`config.mk`:
```
export PLATFORM = sky130hd
export DESIGN_NAME = priority_ready_queue_top
export DESIGN_NICKNAME = d
export VERILOG_FILES = /design/src/design/prq_pkg.sv /design/src/design/prq_ram.sv /design/src/design/prq_datapath.sv /design/src/design/prq_ctrl.sv /design/src/design/priority_ready_queue_top.sv
export SDC_FILE = /design/constraint.sdc
export NUM_CORES = 1
export LEC_CHECK = 0
export ABC_CLOCK_PERIOD_IN_PS = 7500
export BUFFER_PORTS_ARGS = -buffer_cell sky130_fd_sc_hd__buf_2
export CORE_ASPECT_RATIO = 1.25
export CORE_MARGIN = 2
export CORE_UTILIZATION = 50
export DETAILED_ROUTE_END_ITERATION = 6
export MAX_ROUTING_LAYER = met4
export PLACE_DENSITY = 0.72
export SLEW_MARGIN = 20
export SYNTH_ARGS = -nofsm -noshare
export SYNTH_HDL_FRONTEND = slang
export SYNTH_SLANG_ARGS = --single-unit
export TNS_END_PERCENT = 5
```
`constraint.sdc`:
```
create_clock -name clk_i -period 7.5 [get_ports clk_i]
set_clock_uncertainty 0.2 [all_clocks]
set_input_delay 0.375 -clock clk_i [delete_from_list [all_inputs] [get_ports clk_i]]
set_output_delay 0.375 -clock clk_i [all_outputs]
set_load 0.02 [all_outputs]
```
`src/design/prq_pkg.sv`:
```
`default_nettype none
package prq_pkg;

  localparam int unsigned QUEUE_DEPTH = 16;
  localparam int unsigned ID_BITS     = 8;
  localparam int unsigned PRIO_BITS   = 8;
  localparam int unsigned PTR_W       = $clog2(QUEUE_DEPTH);
  localparam int unsigned CNT_W       = $clog2(QUEUE_DEPTH + 1);
  localparam int unsigned ENTRY_W     = ID_BITS + PRIO_BITS;

  typedef enum logic {
    KIND_ENQ = 1'b0,
    KIND_DEQ = 1'b1
  } kind_e;

  typedef enum logic [1:0] {
    ST_OK    = 2'd0,
    ST_FULL  = 2'd1,
    ST_EMPTY = 2'd2
  } status_e;

  typedef enum logic [2:0] {
    PTR_HOLD = 3'd0,
    PTR_ZERO = 3'd1,
    PTR_TAIL = 3'd2,
    PTR_INC  = 3'd3,
    PTR_DEC  = 3'd4
  } ptr_op_e;

  typedef enum logic [1:0] {
    WA_PTR     = 2'd0,
    WA_PTR_INC = 2'd1,
    WA_PTR_DEC = 2'd2
  } wa_sel_e;

  typedef enum logic {
    WD_ITEM  = 1'b0,
    WD_RDATA = 1'b1
  } wd_sel_e;

  typedef enum logic [1:0] {
    FILL_HOLD = 2'd0,
    FILL_INC  = 2'd1,
    FILL_DEC  = 2'd2
  } fill_op_e;

  typedef enum logic [2:0] {
    RES_HOLD  = 3'd0,
    RES_OK    = 3'd1,
    RES_FULL  = 3'd2,
    RES_EMPTY = 3'd3,
    RES_HEAD  = 3'd4
  } res_op_e;

  typedef struct packed {
    logic     load;
    logic     rd_en;
    ptr_op_e  ptr_op;
    logic     wr_en;
    wa_sel_e  wa_sel;
    wd_sel_e  wd_sel;
    fill_op_e fill_op;
    res_op_e  res_op;
  } cmd_t;

  typedef struct packed {
    logic full;
    logic empty;
    logic fill_one;
    logic ptr_zero;
    logic ptr_last;
    logic prio_lt;
  } sts_t;

endpackage
`default_nettype wire

```
`src/design/prq_ram.sv`:
```
`default_nettype none
module prq_ram #(
  parameter int unsigned WIDTH = 16,
  parameter int unsigned DEPTH = 16
) (
  input  wire logic                     clk_i,
  input  wire logic                     we_i,
  input  wire logic [$clog2(DEPTH)-1:0] waddr_i,
  input  wire logic [WIDTH-1:0]         wdata_i,
  input  wire logic                     re_i,
  input  wire logic [$clog2(DEPTH)-1:0] raddr_i,
  output logic      [WIDTH-1:0]         rdata_o
);

  logic [WIDTH-1:0] mem_q [DEPTH];
  logic [WIDTH-1:0] rdata_q;

  always_ff @(posedge clk_i) begin
    if (we_i) begin
      mem_q[waddr_i] <= wdata_i;
    end
    if (re_i) begin
      rdata_q <= mem_q[raddr_i];
    end
  end

  assign rdata_o = rdata_q;

endmodule
`default_nettype wire

```
`src/design/prq_datapath.sv`:
```
`default_nettype none
module prq_datapath
  import prq_pkg::*;
(
  input  wire logic                 clk_i,
  input  wire logic                 rst_ni,
  input  wire cmd_t                 cmd_i,
  output sts_t                      sts_o,
  input  wire logic [ID_BITS-1:0]   in_id_i,
  input  wire logic [PRIO_BITS-1:0] in_prio_i,
  output logic      [ID_BITS-1:0]   out_id_o,
  output logic      [PRIO_BITS-1:0] out_prio_o,
  output status_e                   out_status_o,
  output logic      [CNT_W-1:0]     occupancy_o
);

  logic [ID_BITS-1:0]   id_q;
  logic [PRIO_BITS-1:0] prio_q;
  logic [PTR_W-1:0]     ptr_q, ptr_d;
  logic [CNT_W-1:0]     fill_q, fill_d;
  logic [ID_BITS-1:0]   res_id_q;
  logic [PRIO_BITS-1:0] res_prio_q;
  status_e              res_st_q;
  logic [PTR_W-1:0]     wr_addr;
  logic [ENTRY_W-1:0]   wr_data;
  logic [ENTRY_W-1:0]   rdata;
  logic [PRIO_BITS-1:0] rd_prio;
  logic [ID_BITS-1:0]   rd_id;

  assign rd_prio = rdata[ENTRY_W-1:ID_BITS];
  assign rd_id   = rdata[ID_BITS-1:0];

  always_comb begin
    unique case (cmd_i.ptr_op)
      PTR_ZERO: ptr_d = '0;
      PTR_TAIL: ptr_d = PTR_W'(fill_q - CNT_W'(1));
      PTR_INC:  ptr_d = ptr_q + PTR_W'(1);
      PTR_DEC:  ptr_d = ptr_q - PTR_W'(1);
      default:  ptr_d = ptr_q;
    endcase
  end

  always_comb begin
    unique case (cmd_i.fill_op)
      FILL_INC: fill_d = fill_q + CNT_W'(1);
      FILL_DEC: fill_d = fill_q - CNT_W'(1);
      default:  fill_d = fill_q;
    endcase
  end

  always_comb begin
    unique case (cmd_i.wa_sel)
      WA_PTR_INC: wr_addr = ptr_q + PTR_W'(1);
      WA_PTR_DEC: wr_addr = ptr_q - PTR_W'(1);
      default:    wr_addr = ptr_q;
    endcase
  end

  assign wr_data = (cmd_i.wd_sel == WD_RDATA) ? rdata : {prio_q, id_q};

  prq_ram #(
    .WIDTH(ENTRY_W),
    .DEPTH(QUEUE_DEPTH)
  ) u_ram (
    .clk_i  (clk_i),
    .we_i   (cmd_i.wr_en),
    .waddr_i(wr_addr),
    .wdata_i(wr_data),
    .re_i   (cmd_i.rd_en),
    .raddr_i(ptr_d),
    .rdata_o(rdata)
  );

  always_ff @(posedge clk_i or negedge rst_ni) begin
    if (!rst_ni) begin
      ptr_q  <= '0;
      fill_q <= '0;
    end else begin
      ptr_q  <= ptr_d;
      fill_q <= fill_d;
    end
  end

  always_ff @(posedge clk_i) begin
    if (cmd_i.load) begin
      id_q   <= in_id_i;
      prio_q <= in_prio_i;
    end
    unique case (cmd_i.res_op)
      RES_OK: begin
        res_id_q   <= '0;
        res_prio_q <= '0;
        res_st_q   <= ST_OK;
      end
      RES_FULL: begin
        res_id_q   <= '0;
        res_prio_q <= '0;
        res_st_q   <= ST_FULL;
      end
      RES_EMPTY: begin
        res_id_q   <= '0;
        res_prio_q <= '0;
        res_st_q   <= ST_EMPTY;
      end
      RES_HEAD: begin
        res_id_q   <= rd_id;
        res_prio_q <= rd_prio;
        res_st_q   <= ST_OK;
      end
      default: begin
      end
    endcase
  end

  assign sts_o.full     = (fill_q == CNT_W'(QUEUE_DEPTH));
  assign sts_o.empty    = (fill_q == '0);
  assign sts_o.fill_one = (fill_q == CNT_W'(1));
  assign sts_o.ptr_zero = (ptr_q == '0);
  assign sts_o.ptr_last = ((CNT_W'(ptr_q) + CNT_W'(1)) == fill_q);
  assign sts_o.prio_lt  = (rd_prio < prio_q);

  assign out_id_o     = res_id_q;
  assign out_prio_o   = res_prio_q;
  assign out_status_o = res_st_q;
  assign occupancy_o  = fill_q;

`ifndef NO_ASSERTIONS
  a_fill_range: assert property (@(posedge clk_i) disable iff (!rst_ni)
    fill_q <= CNT_W'(QUEUE_DEPTH))
    else $error("occupancy exceeds the queue depth");
  a_no_grow_full: assert property (@(posedge clk_i) disable iff (!rst_ni)
    cmd_i.fill_op == FILL_INC |-> fill_q < CNT_W'(QUEUE_DEPTH))
    else $error("entry added to a full queue");
  a_no_shrink_empty: assert property (@(posedge clk_i) disable iff (!rst_ni)
    cmd_i.fill_op == FILL_DEC |-> fill_q != '0)
    else $error("entry removed from an empty queue");
  a_write_in_range: assert property (@(posedge clk_i) disable iff (!rst_ni)
    cmd_i.wr_en |-> CNT_W'(wr_addr) <= fill_q)
    else $error("write beyond the stored entries");
`endif

endmodule
`default_nettype wire

```
`src/design/prq_ctrl.sv`:
```
`default_nettype none
module prq_ctrl
  import prq_pkg::*;
(
  input  wire logic clk_i,
  input  wire logic rst_ni,
  input  wire logic s_valid_i,
  input  wire logic s_kind_i,
  output logic      s_ready_o,
  output logic      m_valid_o,
  input  wire logic m_ready_i,
  input  wire sts_t sts_i,
  output cmd_t      cmd_o
);

  typedef enum logic [5:0] {
    S_IDLE      = 6'b000001,
    S_ENQ_CMP   = 6'b000010,
    S_ENQ_PUT   = 6'b000100,
    S_DEQ_HEAD  = 6'b001000,
    S_DEQ_SHIFT = 6'b010000,
    S_RESP      = 6'b100000
  } state_e;

  state_e state_q, state_d;

  always_comb begin
    state_d       = state_q;
    cmd_o         = '0;
    cmd_o.ptr_op  = PTR_HOLD;
    cmd_o.wa_sel  = WA_PTR;
    cmd_o.wd_sel  = WD_ITEM;
    cmd_o.fill_op = FILL_HOLD;
    cmd_o.res_op  = RES_HOLD;
    unique case (state_q)
      S_IDLE: begin
        if (s_valid_i) begin
          cmd_o.load = 1'b1;
          if (s_kind_i == KIND_ENQ) begin
            if (sts_i.full) begin
              cmd_o.res_op = RES_FULL;
              state_d      = S_RESP;
            end else if (sts_i.empty) begin
              cmd_o.ptr_op = PTR_ZERO;
              state_d      = S_ENQ_PUT;
            end else begin
              cmd_o.ptr_op = PTR_TAIL;
              cmd_o.rd_en  = 1'b1;
              state_d      = S_ENQ_CMP;
            end
          end else begin
            if (sts_i.empty) begin
              cmd_o.res_op = RES_EMPTY;
              state_d      = S_RESP;
            end else begin
              cmd_o.ptr_op = PTR_ZERO;
              cmd_o.rd_en  = 1'b1;
              state_d      = S_DEQ_HEAD;
            end
          end
        end
      end
      S_ENQ_CMP: begin
        cmd_o.wr_en  = 1'b1;
        cmd_o.wa_sel = WA_PTR_INC;
        if (sts_i.prio_lt) begin
          cmd_o.wd_sel = WD_RDATA;
          if (sts_i.ptr_zero) begin
            state_d = S_ENQ_PUT;
          end else begin
            cmd_o.ptr_op = PTR_DEC;
            cmd_o.rd_en  = 1'b1;
          end
        end else begin
          cmd_o.fill_op = FILL_INC;
          cmd_o.res_op  = RES_OK;
          state_d       = S_RESP;
        end
      end
      S_ENQ_PUT: begin
        cmd_o.wr_en   = 1'b1;
        cmd_o.fill_op = FILL_INC;
        cmd_o.res_op  = RES_OK;
        state_d       = S_RESP;
      end
      S_DEQ_HEAD: begin
        cmd_o.res_op = RES_HEAD;
        if (sts_i.fill_one) begin
          cmd_o.fill_op = FILL_DEC;
          state_d       = S_RESP;
        end else begin
          cmd_o.ptr_op = PTR_INC;
          cmd_o.rd_en  = 1'b1;
          state_d      = S_DEQ_SHIFT;
        end
      end
      S_DEQ_SHIFT: begin
        cmd_o.wr_en  = 1'b1;
        cmd_o.wa_sel = WA_PTR_DEC;
        cmd_o.wd_sel = WD_RDATA;
        if (sts_i.ptr_last) begin
          cmd_o.fill_op = FILL_DEC;
          state_d       = S_RESP;
        end else begin
          cmd_o.ptr_op = PTR_INC;
          cmd_o.rd_en  = 1'b1;
        end
      end
      S_RESP: begin
        if (m_ready_i) begin
          state_d = S_IDLE;
        end
      end
      default: begin
        state_d = S_IDLE;
      end
    endcase
  end

  always_ff @(posedge clk_i or negedge rst_ni) begin
    if (!rst_ni) begin
      state_q <= S_IDLE;
    end else begin
      state_q <= state_d;
    end
  end

  assign s_ready_o = (state_q == S_IDLE);
  assign m_valid_o = (state_q == S_RESP);

`ifndef NO_ASSERTIONS
  a_one_side: assert property (@(posedge clk_i) disable iff (!rst_ni)
    !(s_ready_o && m_valid_o))
    else $error("request accepted while a result is pending");
  a_result_returns: assert property (@(posedge clk_i) disable iff (!rst_ni)
    m_valid_o && m_ready_i |=> s_ready_o)
    else $error("queue did not return to idle after a result");
  a_shift_write: assert property (@(posedge clk_i) disable iff (!rst_ni)
    state_q == S_DEQ_SHIFT |-> cmd_o.wr_en && cmd_o.wd_sel == WD_RDATA)
    else $error("dequeue shift step without a move");
`endif

endmodule
`default_nettype wire

```
`src/design/priority_ready_queue_top.sv`:
```
`default_nettype none
// Ready queue of up to sixteen process entries kept sorted by priority, highest
// first, with equal priorities served in arrival order. Each request is an enqueue
// or a dequeue and returns exactly one result with status and the occupancy after
// it. Requests are handled one at a time through a single RAM with one write and
// one registered read port: an enqueue walks from the tail, moving one entry per
// cycle past each entry of lower priority; a dequeue moves every remaining entry
// one place toward the head. A full enqueue or empty dequeue goes straight to its
// result. The result is held until taken, and the next request is accepted in the
// cycle after.
module priority_ready_queue_top
  import prq_pkg::*;
(
  input  wire logic        clk_i,
  input  wire logic        rst_ni,
  input  wire logic        s_axis_tvalid_i,
  output logic             s_axis_tready_o,
  // proc_id [7:0], prio [15:8]
  input  wire logic [15:0] s_axis_tdata_i,
  // kind [0]
  input  wire logic [0:0]  s_axis_tuser_i,
  output logic             m_axis_tvalid_o,
  input  wire logic        m_axis_tready_i,
  // out_proc_id [7:0], out_prio [15:8], status [17:16], occupancy [22:18], zero [23]
  output logic [23:0]      m_axis_tdata_o
);

  cmd_t                 cmd;
  sts_t                 sts;
  logic [ID_BITS-1:0]   out_id;
  logic [PRIO_BITS-1:0] out_prio;
  status_e              out_status;
  logic [CNT_W-1:0]     occupancy;

  prq_ctrl u_ctrl (
    .clk_i    (clk_i),
    .rst_ni   (rst_ni),
    .s_valid_i(s_axis_tvalid_i),
    .s_kind_i (s_axis_tuser_i[0]),
    .s_ready_o(s_axis_tready_o),
    .m_valid_o(m_axis_tvalid_o),
    .m_ready_i(m_axis_tready_i),
    .sts_i    (sts),
    .cmd_o    (cmd)
  );

  prq_datapath u_datapath (
    .clk_i       (clk_i),
    .rst_ni      (rst_ni),
    .cmd_i       (cmd),
    .sts_o       (sts),
    .in_id_i     (s_axis_tdata_i[7:0]),
    .in_prio_i   (s_axis_tdata_i[15:8]),
    .out_id_o    (out_id),
    .out_prio_o  (out_prio),
    .out_status_o(out_status),
    .occupancy_o (occupancy)
  );

  assign m_axis_tdata_o = {1'b0, occupancy, out_status, out_prio, out_id};

endmodule
`default_nettype wire
```
==> flow_metrics.env <==
export IMPL_reg2reg_depth=13
export IMPL_hold_class="primary input to async pin"
export IMPL_finalSetupViolations=0
export IMPL_synth_edf_count=306
export IMPL_num_antenna_cells=0
export IMPL_clockBufferDepth=3
export IMPL_ctsResizeCount=0
export IMPL_outcome="complete, no violations"
export IMPL_clkSinkCount=321
export IMPL_drt_wl_total_um=27700
export IMPL_cts_buffers=30
export IMPL_relSlewSlack=0.317
export IMPL_syn_num_nets=768
export IMPL_critPathTopFamily="buffers and inverters"
export IMPL_clk_pin_slew_ns=0.06
export IMPL_gp_congestion=0.855
export IMPL_cp_depth=13
export IMPL_die_w_um=150
export IMPL_ff2ff_setup_slack_ns=2.58
export IMPL_cp_num_buf_inv=3
export IMPL_crit_fanout=38
export IMPL_vdd_ir_drop_max_mv=0.263
export IMPL_critPathLaunch="u_datapath.ptr_q[0]$_DFF_PN0_"
export IMPL_ys_seq_elements=321
export IMPL_drc=0
export IMPL_rsz0062_at_grt="false"
export IMPL_fin_tns_setup_ns=0
export IMPL_io_buffers=45
export IMPL_ant_nets=0
export IMPL_detailedRoute_firstPassIterationCount=5
export IMPL_nNetsFinal=859
export IMPL_core_area_um2=26200
export IMPL_htree_levels=1
export IMPL_pin_count=47
export IMPL_cts_tree="built"
export IMPL_die_y_um=187
export IMPL_max_freq_ghz=0.203
export IMPL_grt_max_degree=66
export IMPL_grt_pass1_vias=7263
export IMPL_insertion_delay_ns=0.57
export IMPL_critPathCapture="u_datapath.u_ram.rdata_o[2]$_DFFE_PP_"
export IMPL_async_flop_share=0.0467
export IMPL_slowest_stage="buf_4"
export IMPL_postSynthAreaPerCell_um2=18.3
export IMPL_powerDensity_nw_per_um2=419
export IMPL_vias=6897
export IMPL_start_util=0.510
export IMPL_synthDistinctLibCells=60
export IMPL_fin_crit_sh=0.656
export IMPL_layout_drive_gt1_share=0.249
export IMPL_grt_overflow_total=0
export IMPL_r2r_start="u_datapath.ptr_q[0]$_DFF_PN0_"
export IMPL_synth_seq_area_share=0.716
export IMPL_power_w=0.00638
export IMPL_leakagePower_nw=5.22
export IMPL_ys_dominant_reg_cell="edfxtp_1"
export IMPL_placementRows=66
export IMPL_r2r_end="u_datapath.u_ram.rdata_o[2]$_DFFE_PP_"
export IMPL_final_hold_viol_count=0
export IMPL_avgRoutedWirePerCell_um=23.4
export IMPL_crit_arrival_ns=4.99
export IMPL_slew_violations=0
export IMPL_clockRootBuffer="clkbuf_16"
export IMPL_syn_cell_area_um2=13400
export IMPL_track_usage=0.207
export IMPL_place_hpwl_um=17400
export IMPL_cp_required_ns=7.57
export IMPL_nFillCells=1875
export IMPL_cp_start_kind="register"
export IMPL_slowest_delay_ns=0.71
export IMPL_maxCapViolCount=0
export IMPL_critPathCaptureType="register"
export IMPL_worst_pin_slew_ns=1.02
export IMPL_antenna_found_initial=0
export IMPL_synth_cells=730
export IMPL_syn_to_final_growth_pct=14.0
export IMPL_dieArea_um2=28000
export IMPL_yosys_warnings=0
export IMPL_min_period_ns=4.92
export IMPL_vias_per_cell=5.83
export IMPL_path_cells="ha_1, nand2_1, a311o_1, o211ai_1, a21boi_2, inv_2, nor3_4, a211oi_4, buf_4, buf_4, mux4_2, mux2i_1, mux2i_1"
export IMPL_first_iter_violations=444
export IMPL_critPathKind="register to register"
export IMPL_grt_pass1_wl_um=42300
## where the power goes
group	total [W]	switching, W	leakage [nW]	internal [W]
sequential	0.00251	0.000148	2.96	0.00236
clock	0.00148	0.000647	0.459	0.000835
combinational	0.00239	0.00133	1.80	0.00106
total	0.00638	0.00213	5.22	0.00425
## area by class of cell
| class | count | area (µm²) | share of cell area |
|---|---|---|---|
| clock buffers | 32 | 758 | 0.0498 |
| flip-flops and latches | 321 | 9570 | 0.628 |
| well taps | 340 | 425 | 0.0279 |
| repair buffers | 94 | 641 | 0.0421 |
| multi-input cells | 346 | 3530 | 0.232 |
| clock inverters | 22 | 204 | 0.0134 |
| inverters | 28 | 105 | 0.00690 |
## cells in the final DEF, fill, tap and decap left out, drive strengths merged, types with 2 or more instances in the layout
cell type and n:
mux2i 50, a22oi 4, ha 17, nor2 28, a211oi 7, dlygate4sd3 19, edfxtp 306, o21ai 26
xnor2 9, nor2b 2, a21oi 14, o211ai 2, nand2b 6, bufinv 3, clkinvlp 4, mux2 9
and2 19, dfrtp 14, clkinv 14, buf 75, xor2 6, nand2 29, and3 2, o21a 2
a311o 2, nor3 14, nor4 5, o211a 2, inv 29, mux4 64, nand3 7, clkbuf 32
## flip-flops by register name (all words and copies together), names as in the netlist
| name | cells |
|---|---|
| u_datapath.out_prio_o | 8 |
| u_datapath.ptr_q | 4 |
| u_ctrl.state_q | 6 |
| u_datapath.u_ram.rdata_o | 16 |
| u_datapath.id_q | 8 |
| u_datapath.u_ram.mem_q | 256 |
| u_datapath.occupancy_o | 5 |
| u_datapath.out_id_o | 8 |
| u_datapath.prio_q | 8 |
| u_datapath.out_status_o | 2 |
## cells in the mapped netlist (3+ instances only)
library cell | instances | share of area
a211oi_1 | 4 | 0.0022
a211oi_2 | 3 | 0.0028
a21oi_1 | 14 | 0.0052
a22oi_1 | 3 | 0.0017
and2_1 | 19 | 0.0089
buf_2 | 9 | 0.0034
buf_4 | 6 | 0.0034
buf_6 | 5 | 0.0042
clkbuf_1 | 13 | 0.0037
dfrtp_1 | 14 | 0.026
edfxtp_1 | 306 | 0.69
ha_1 | 17 | 0.016
inv_1 | 27 | 0.0076
mux2_2 | 9 | 0.0076
mux2i_1 | 50 | 0.037
mux4_2 | 63 | 0.11
nand2_1 | 29 | 0.0082
nand2b_1 | 6 | 0.0028
nand3_1 | 7 | 0.0026
nor2_1 | 28 | 0.0079
nor3_1 | 13 | 0.0049
nor4_1 | 4 | 0.0019
o21ai_0 | 25 | 0.0094
xnor2_1 | 9 | 0.0059
xor2_1 | 6 | 0.0039
## how the worst min path moves through the flow
| stage | from | end | slack, ns | cells past startpoint |
|---|---|---|---|---|
| finish | rst_ni | u_datapath.occupancy_o[0]$_DFFE_PN0P_ | 0.08 | 2 |
| global route | rst_ni | u_ctrl.state_q[3]$_DFFE_PN0P_ | 0.11 | 2 |
| CTS | rst_ni | u_ctrl.state_q[3]$_DFFE_PN0P_ | 0.08 | 2 |
| floorplan | rst_ni | u_ctrl.state_q[1]$_DFFE_PN0P_ | -0.12 | 0 |
| detailed placement | rst_ni | u_datapath.occupancy_o[0]$_DFFE_PN0P_ | 0.11 | 1 |
| global placement | rst_ni | u_ctrl.state_q[5]$_DFFE_PN0P_ | 0.11 | 1 |
## per-stage QoR
stage	hold slack, ns	utilization	instances	instance area (µm²)	setup WS (ns)
after floorplan	-0.121	-	730	13400	3.70
after global placement	0.110	0.537	1110	14100	2.68
after detailed placement	0.109	0.537	1110	14100	2.56
after CTS	0.0766	0.581	1183	15200	2.55
after global routing	0.114	0.582	1183	15200	2.14
final	0.0776	0.582	1183	15200	2.58
## cell families (layout without fill, tap and decap cells)
group,after synthesis,in the layout,synth area share
simple gates,120,120,0.0461
flops,321,321,0.716
buf+inv,63,176,0.0231
xor+xnor,15,15,0.00984
compound gates,70,70,0.0350
other cells,1,1,0.000281
mux,123,123,0.153
fa+ha+maj,17,17,0.0159
## metal layers
metal	up-vias	wire length, µm	track usage	part of all wire
met4	0	771	0.0610	0.028
met5	-	0	-	0
met1	3543	11000	0.256	0.40
met3	55	1500	0.0271	0.054
li1	3062	-	-	-
met2	237	14500	0.356	0.52
## what timing repair did
| item | in CTS | in global routing |
|---|---|---|
| buffers inserted | 0 | 0 |
| hold buffers | 19 | 0 |
| endpoints found under the hold margin | 34 | 0 |
Power figures use the tool's default switching activity.
